`src/rtl/kfsu_pkg.sv`:
```
package kfsu_pkg;

  // Defaults for the top-level parameters
  localparam int STATE_DIM_DEF = 4;
  localparam int FRAC_BITS_DEF = 16;

  // Fixed field widths
  localparam int DATA_W  = 32;
  localparam int VAR_W   = 31;
  localparam int CNT_W   = 5;
  localparam int ACC_W   = 68;
  localparam int PROD_W  = 66;
  localparam int QD_W    = 41;

  // Stream widths
  localparam int IN_TDATA_W  = 104;
  localparam int IN_TUSER_W  = 6;
  localparam int OUT_TDATA_W = 128;
  localparam int OUT_TUSER_W = 2;

  // ln 2 in Q0.32, held as a positive 33-bit multiplier operand
  localparam logic signed [32:0] LN2_Q32 = 33'sd2977044472;

  typedef enum logic [2:0] {
    KIND_TRN   = 3'd0,
    KIND_LOAD  = 3'd1,
    KIND_NOISE = 3'd2,
    KIND_MEAN  = 3'd3,
    KIND_COV   = 3'd4,
    KIND_OBS   = 3'd5,
    KIND_READ  = 3'd6
  } kind_t;

  typedef enum logic [1:0] {
    TGT_MEAN = 2'd0,
    TGT_COV  = 2'd1,
    TGT_GAIN = 2'd2,
    TGT_PROP = 2'd3
  } target_t;

  // Datapath operations issued to the multiply-accumulate unit
  typedef enum logic [3:0] {
    OP_NONE,
    OP_PZ,
    OP_F,
    OP_TPZ,
    OP_ZA,
    OP_VSQ,
    OP_SQX,
    OP_LN,
    OP_NA,
    OP_L,
    OP_TP,
    OP_PC
  } op_t;

  typedef enum logic [3:0] {
    ST_IDLE,
    ST_READ,
    ST_MAC,
    ST_DRAIN,
    ST_GAIN_CLR,
    ST_DIV_GO,
    ST_DIV_WAIT,
    ST_NORM,
    ST_SQ_MUL,
    ST_SQ_UPD,
    ST_LN_MUL,
    ST_LN_WAIT,
    ST_LL,
    ST_COMMIT,
    ST_RESULT
  } state_t;

  typedef struct packed {
    logic             accept;
    op_t              op;
    logic [CNT_W-1:0] i;
    logic [CNT_W-1:0] j;
    logic [CNT_W-1:0] q;
    logic             first;
    logic             last;
    logic             div_start;
    logic             div_k;
    logic             norm_load;
    logic             norm_step;
    logic             ll_calc;
    logic             gain_clr;
    logic             commit;
    logic             rd_out;
    logic             obs_out;
  } cmd_t;

  typedef struct packed {
    logic div_done;
    logic norm_done;
    logic out_free;
    logic missing;
  } sts_t;

  // Saturate a wide signed value to 32 bits
  function automatic logic signed [DATA_W-1:0] sat32(input logic signed [ACC_W-1:0] x);
    logic signed [ACC_W-1:0] hi;
    logic signed [ACC_W-1:0] lo;
    hi = ACC_W'(32'sh7FFFFFFF);
    lo = -ACC_W'(64'sh80000000);
    if (x > hi) begin
      return 32'sh7FFFFFFF;
    end else if (x < lo) begin
      return 32'sh80000000;
    end else begin
      return x[DATA_W-1:0];
    end
  endfunction

endpackage

```
`src/rtl/kfsu_ctrl.sv`:
```
module kfsu_ctrl #(
  parameter int STATE_DIM = kfsu_pkg::STATE_DIM_DEF,
  parameter int FRAC_BITS = kfsu_pkg::FRAC_BITS_DEF
) (
  input  logic             clk,
  input  logic             rst_n,
  input  logic             in_tvalid,
  input  logic [2:0]       in_kind,
  output logic             in_tready,
  output kfsu_pkg::cmd_t   cmd,
  input  kfsu_pkg::sts_t   sts
);
  import kfsu_pkg::*;

  localparam logic [CNT_W-1:0] NM1  = CNT_W'(STATE_DIM - 1);
  localparam logic [CNT_W-1:0] NN   = CNT_W'(STATE_DIM);
  localparam logic [CNT_W-1:0] FBM1 = CNT_W'(FRAC_BITS - 1);

  state_t           state_r, state_nxt;
  op_t              ph_r, ph_nxt;
  logic [CNT_W-1:0] i_r, i_nxt, j_r, j_nxt, q_r, q_nxt;

  logic             accept;
  logic             is3d, usej, single;
  logic             last_q, last_j, last_i;
  logic [CNT_W-1:0] jmax;

  assign accept = in_tvalid && (state_r == ST_IDLE);

  // Loop shape of the current phase
  always_comb begin
    is3d   = (ph_r == OP_TP) || (ph_r == OP_PC);
    usej   = (ph_r == OP_PZ) || (ph_r == OP_TPZ) || (ph_r == OP_NA) || (ph_r == OP_L) || is3d;
    single = (ph_r == OP_VSQ) || (ph_r == OP_LN) || (ph_r == OP_SQX);
    jmax   = (ph_r == OP_NA) ? NN : NM1;
    last_q = is3d ? (q_r == NM1) : 1'b1;
    last_j = usej ? (j_r == jmax) : 1'b1;
    last_i = single ? 1'b1 : (i_r == NM1);
  end

  // Next state and loop counters
  always_comb begin
    state_nxt = state_r;
    ph_nxt    = ph_r;
    i_nxt     = i_r;
    j_nxt     = j_r;
    q_nxt     = q_r;
    case (state_r)
      ST_IDLE: begin
        if (accept) begin
          if (in_kind == KIND_OBS) begin
            state_nxt = ST_MAC;
            ph_nxt    = OP_PZ;
            i_nxt     = '0;
            j_nxt     = '0;
            q_nxt     = '0;
          end else if (in_kind == KIND_READ) begin
            state_nxt = ST_READ;
          end
        end
      end
      ST_READ: begin
        if (sts.out_free) state_nxt = ST_IDLE;
      end
      ST_MAC: begin
        // advance innermost counter first
        if (!last_q) begin
          q_nxt = q_r + 1'b1;
        end else begin
          q_nxt = '0;
          if (!last_j) begin
            j_nxt = j_r + 1'b1;
          end else begin
            j_nxt = '0;
            if (!last_i) begin
              i_nxt = i_r + 1'b1;
            end else begin
              i_nxt     = '0;
              state_nxt = ST_DRAIN;
            end
          end
        end
      end
      ST_DRAIN: begin
        i_nxt = '0;
        j_nxt = '0;
        q_nxt = '0;
        case (ph_r)
          OP_PZ: begin
            state_nxt = ST_MAC;
            ph_nxt    = OP_F;
          end
          OP_F: begin
            if (sts.missing) begin
              state_nxt = ST_GAIN_CLR;
            end else begin
              state_nxt = ST_MAC;
              ph_nxt    = OP_TPZ;
            end
          end
          OP_TPZ: state_nxt = ST_DIV_GO;
          OP_ZA: begin
            state_nxt = ST_MAC;
            ph_nxt    = OP_VSQ;
          end
          OP_VSQ: state_nxt = ST_DIV_GO;
          OP_NA: begin
            state_nxt = ST_MAC;
            ph_nxt    = OP_L;
          end
          OP_L: begin
            state_nxt = ST_MAC;
            ph_nxt    = OP_TP;
          end
          OP_TP: begin
            state_nxt = ST_MAC;
            ph_nxt    = OP_PC;
          end
          OP_PC: state_nxt = ST_COMMIT;
          default: state_nxt = ST_IDLE;
        endcase
      end
      ST_GAIN_CLR: begin
        state_nxt = ST_MAC;
        ph_nxt    = OP_NA;
      end
      ST_DIV_GO: state_nxt = ST_DIV_WAIT;
      ST_DIV_WAIT: begin
        if (sts.div_done) begin
          if (ph_r == OP_TPZ) begin
            if (i_r == NM1) begin
              state_nxt = ST_MAC;
              ph_nxt    = OP_ZA;
              i_nxt     = '0;
            end else begin
              state_nxt = ST_DIV_GO;
              i_nxt     = i_r + 1'b1;
            end
          end else begin
            state_nxt = ST_NORM;
          end
        end
      end
      ST_NORM: begin
        if (sts.norm_done) begin
          state_nxt = ST_SQ_MUL;
          q_nxt     = '0;
        end
      end
      ST_SQ_MUL: state_nxt = ST_SQ_UPD;
      ST_SQ_UPD: begin
        if (q_r == FBM1) begin
          state_nxt = ST_LN_MUL;
          q_nxt     = '0;
        end else begin
          state_nxt = ST_SQ_MUL;
          q_nxt     = q_r + 1'b1;
        end
      end
      ST_LN_MUL:  state_nxt = ST_LN_WAIT;
      ST_LN_WAIT: state_nxt = ST_LL;
      ST_LL: begin
        state_nxt = ST_MAC;
        ph_nxt    = OP_NA;
        i_nxt     = '0;
        j_nxt     = '0;
        q_nxt     = '0;
      end
      ST_COMMIT: state_nxt = ST_RESULT;
      ST_RESULT: begin
        if (sts.out_free) state_nxt = ST_IDLE;
      end
      default: state_nxt = ST_IDLE;
    endcase
  end

  // Commands to the datapath
  always_comb begin
    cmd        = '0;
    cmd.op     = OP_NONE;
    cmd.accept = accept;
    cmd.i      = i_r;
    cmd.j      = j_r;
    cmd.q      = q_r;
    in_tready  = (state_r == ST_IDLE);
    case (state_r)
      ST_MAC: begin
        cmd.op = ph_r;
        case (ph_r)
          OP_PZ, OP_TPZ: begin
            cmd.first = (j_r == '0);
            cmd.last  = (j_r == NM1);
          end
          OP_NA: begin
            cmd.first = (j_r == '0);
            cmd.last  = (j_r == NN);
          end
          OP_F, OP_ZA: begin
            cmd.first = (i_r == '0);
            cmd.last  = (i_r == NM1);
          end
          OP_TP, OP_PC: begin
            cmd.first = (q_r == '0);
            cmd.last  = (q_r == NM1);
          end
          default: begin
            cmd.first = 1'b1;
            cmd.last  = 1'b1;
          end
        endcase
      end
      ST_DIV_GO: begin
        cmd.div_start = 1'b1;
        cmd.div_k     = (ph_r == OP_TPZ);
      end
      ST_DIV_WAIT: cmd.norm_load = sts.div_done && (ph_r != OP_TPZ);
      ST_NORM:     cmd.norm_step = 1'b1;
      ST_SQ_MUL:   cmd.op = OP_SQX;
      ST_LN_MUL:   cmd.op = OP_LN;
      ST_LL:       cmd.ll_calc = 1'b1;
      ST_GAIN_CLR: cmd.gain_clr = 1'b1;
      ST_COMMIT:   cmd.commit = 1'b1;
      ST_READ:     cmd.rd_out = sts.out_free;
      ST_RESULT:   cmd.obs_out = sts.out_free;
      default: ;
    endcase
  end

  // Hold state and counters
  always_ff @(posedge clk) begin
    if (!rst_n) begin
      state_r <= ST_IDLE;
      ph_r    <= OP_NONE;
      i_r     <= '0;
      j_r     <= '0;
      q_r     <= '0;
    end else begin
      state_r <= state_nxt;
      ph_r    <= ph_nxt;
      i_r     <= i_nxt;
      j_r     <= j_nxt;
      q_r     <= q_nxt;
    end
  end

endmodule

```
`config.mk`:
```
export PLATFORM = sky130hd
export DESIGN_NAME = kfsu_ctrl
export DESIGN_NICKNAME = d
export VERILOG_FILES = /design/src/rtl/kfsu_pkg.sv /design/src/rtl/kfsu_ctrl.sv
export SDC_FILE = /design/constraint.sdc
export NUM_CORES = 1
export LEC_CHECK = 0
export BUFFER_PORTS_ARGS = -buffer_cell sky130_fd_sc_hd__buf_2
export CORE_ASPECT_RATIO = 1.25
export CORE_MARGIN = 1
export CORE_UTILIZATION = 55
export DETAILED_ROUTE_END_ITERATION = 16
export GPL_ROUTABILITY_DRIVEN = 0
export PLACE_DENSITY = 0.8
export SLEW_MARGIN = 20
export SYNTH_ARGS = -nofsm -noshare
export SYNTH_HDL_FRONTEND = slang
export SYNTH_SLANG_ARGS = --single-unit
```
`constraint.sdc`:
```
create_clock -name clk -period 2.91 [get_ports clk]
set_clock_uncertainty 0.1 [all_clocks]
set_input_delay 0.4365 -clock clk [delete_from_list [all_inputs] [get_ports clk]]
set_output_delay 0.4365 -clock clk [all_outputs]
set_load 0.01 [all_outputs]
```
==> results by group <==
Worst hold path
  • Hold Crit Endpoint: i_r[4]
  • Startpoint of the worst hold path: i_r[4]
  • Worst Hold Depth: 1
  • Hold Crit Class: reg2reg

Global routing
  • Total track usage: 28.0%
  • Antenna violations before repair: 0
  • GRT busiest layer: met2
  • Met1 Usage GRT: 37.0%
  • Met2 Use GR: 47.1%
  • Largest net degree at the start of global routing: 27
  • Gr ovfl total: 0
  • Met3 Use GR: 2.59%
  • First-pass GRT wire length: 8930 um
  • Number of global-route vias before repair: 1942

Synth
  • Mapped Area: 2040 sq um
  • Post-synth EDFFs: 0
  • Mapped Cells: 269
  • Distinct cell type count after synthesis: 66
  • Syn_nets: 287
  • Mux share of post-synthesis cell area: 2.95%
  • Compound-gate portion of the synthesized area: 27.4%
  • Xor/xnor cell area share of the yosys netlist: 3.44%
  • Post-Syn Area per Cell: 7.58 sq um
  • Ys flop type: dfxtp_1
  • Top post-synthesis cells by area: dfxtp_1 (23%), a21oi_1 (4.9%), ha_1 (4.9%)
  • Post-Synth Adder-Cell Area: 4.91%
  • Seq/Total Area, Yosys: 22.6%
  • Yosys top cell area share: 22.6%
  • Yosys reg bits: 23
  • Synth warn: 0
  • Async SR Flop Fraction: 0%
  • Largest family of logic cells by synthesized area: simple AND/OR/NAND/NOR gates
  • Simple-gate share of the synthesized area: 32.6%
  • Synth area leader: dfxtp_1

Worst setup path
  • Data required time of the worst path: 2.37 ns
  • Critical setup path kind: reg2out
  • CP max-delay cell: dfxtp_1
  • Reg2reg end: q_r[3]
  • Worst Setup Start Kind: register
  • Reg2Reg Depth: 5
  • CP endpoint kind: output pin
  • Crit Path Max Fanout: 14
  • Data arrival time of the critical path: 2.12 ns
  • Peak per-stage delay on the critical path: 0.56 ns
  • CP Cell Sequence: and3b_1, nor4b_1, a22o_1, o21ai_0, a21oi_1, buf_2
  • Worst reg2reg startpoint: state_r[0]
  • R2R setup slack: 0.47 ns

Final layout
  • Fin util: 66.7%
  • Ant diodes: 0
  • # nets final: 327
  • Most common cell after layout, fill and taps aside: buf_2
  • Fillers: 317
  • Layout cells sized above 1: 21.4%
  • P&R area growth vs syn: 15.0%
  • Most frequent cells in the layout: buf_2 (41), nor2_1 (26), dfxtp_1 (22)

Power
  • Clock group share of total power: 16.0%
  • Pwr Density: 547 nW/um^2
  • Comb pwr share: 47.1%
  • P_leak: 0.981 nW
  • Part of the power in registers: 36.9%
  • Cell-internal power: 0.000728 W
  • Switching share of power: 43.3%
  • Max IR drop VDD: 0.000370 V
  • P_sw: 0.000555 W

Drt
  • First-pass DRT Iterations: 5
  • Routed WL: 5300 um
  • Vias: 2190
  • Routed vias/inst: 6.31
  • Post-route DRC: 0
  • DR WL/cell: 15.3 um
  • Number of nets with antenna violations after routing: 0
  • DR iter-0 viols: 155

Floorplan
  • Row cnt: 24
  • Io pins: 42
  • Core area: 3510 sq um
  • Width of the die: 56.5 um
  • Die Y-Extent: 70.1 um
  • Initial Util: 58.0%
  • Die area: 3950 sq um

Status
  • Outcome: finished, final reports clean

Clock tree
  • Clock root buffer: clkbuf_8
  • Worst-Skew Late Latency: 0.27 ns
  • Worst-path clk slew: 0.09 ns
  • H-Tree Depth: 1
  • Num CTS Buffers: 3
  • Clock Path Buffers: 2
  • Cts hold-fix bufs: 0
  • CTS tree: done
  • CTS sink count: 23

Run
  • Max-cap violations: 0

Timing
  • Final Max Slew Viols: 0
  • Slew margin rel.: 46.7%
  • Setup TNS: 0 ns
  • Final Setup Violations: 0
  • Worst-Margin Slew: 0.799 ns
  • Final hold violations: 0
  • Crit path time final: 2.65 ns
  • Fmax: 0.377 GHz
  • Crit share post-route: 91.2%
  • RSZ-0062 raised after global routing: false

Placement
  • IO Port Bufs: 41
  • Detailed-placement wirelength estimate: 4050 um
-- flip-flops by register name, indices dropped and copies added, names as in the netlist --
register  count
state_r       4
j_r           5
ph_r          4
q_r           5
i_r           5
-- per-layer routing --
layer	share of wire (%)	up-vias
met2	51	67
li1	-	1088
met5	0	-
met1	43	1024
met4	2.3	0
met3	4.3	11
-- how the worst max path moves through the flow --
stage | start | end | slack, ns | depth (start not counted)
3_3_place_gp | ph_r[1] | cmd[9] | 0.53 | 6
5_1_grt | ph_r[3] | cmd[9] | 0.05 | 6
4_1_cts | ph_r[1] | cmd[9] | 0.20 | 6
3_5_place_dp | state_r[0] | q_r[3] | 0.52 | 5
2_1_floorplan | ph_r[3] | cmd[9] | 0.73 | 6
6_report | ph_r[3] | cmd[9] | 0.26 | 6
-- Yosys cell counts (all sizes together) (2+ instances only) --
library cell and number:
and3b 3, and4bb 2, or4b 2, nor4 4, a21o 4, o311ai 4
and2 3, buf 2, a41oi 2, a31oi 4, and3 2, dfxtp 23
nand4 3, nor4b 4, nor2b 5, o211ai 2, or2 2, xnor2 7
o31ai 2, a32oi 3, o21bai 3, or3 4, o211a 3, nor3b 4
nand3b 3, nor2 26, a21oi 20, o41ai 3, nor3 9, clkbuf 13
o21ai 18, mux2i 6, or3b 2, nand3 9, inv 16, nand2b 9
a211oi 2, ha 8, nand2 10, nand4b 3
-- power by group through the flow --
| stage | Clock [W] | Sequential (W) | Combinational (W) |
|---|---|---|---|
| 2_1_floorplan | 0 | 0.000412 | 0.000493 |
| 3_5_place_dp | 0 | 0.000478 | 0.000599 |
| 5_1_grt | 0.000224 | 0.000490 | 0.000664 |
| 6_report | 0.000205 | 0.000474 | 0.000604 |
| 4_1_cts | 0.000210 | 0.000470 | 0.000601 |
| 3_3_place_gp | 0 | 0.000475 | 0.000588 |
-- cell families (layout without fill, tap and decap cells) --
kind of cell | Yosys count | after routing
AND/OR/NAND/NOR | 111 | 111
AO/OA/AOI/OAI | 81 | 81
buffers and inverters | 32 | 71
flip-flops | 23 | 23
adder cells (fa/ha/maj) | 8 | 8
XOR/XNOR | 8 | 8
multiplexers | 6 | 6
-- worst max-delay path, delay by kind of cell, from the launching register on --
family                 cells  cell delay [ns]
buffers and inverters      1             0.15
AOI/OAI and AO/OA          3             0.47
DFF                        1             0.56
and+or+nand+nor            2             0.68
-- stage by stage --
stage | power, W | cells | area, sq um | hold slack [ns] | setup slack, ns
detailed placement | 0.00108 | 343 | 2300 | 0.426 | 0.516
global route | 0.00138 | 347 | 2340 | 0.443 | 0.0549
global placement | 0.00106 | 343 | 2300 | 0.419 | 0.534
finish | 0.00128 | 347 | 2340 | 0.440 | 0.257
floorplan | 0.000905 | 269 | 2040 | 0.435 | 0.729
CTS | 0.00128 | 347 | 2340 | 0.438 | 0.196
-- repair_timing --
| item | 4_1_cts | 5_1_grt |
|---|---|---|
| resized for setup | 0 | 1 |
| setup endpoints to repair | 0 | 1 |
| buffers inserted | 0 | 0 |
-- area by class of cell --
class	count	area, sq um	area share, %
tap	39	48.8	2.08
inverter	17	63.8	2.72
sequential	23	462	19.7
multi-input combinational	214	1450	62.0
timing repair buffer	50	273	11.6
clock buffer	4	45.0	1.92
(Power assumes the default switching activity.)
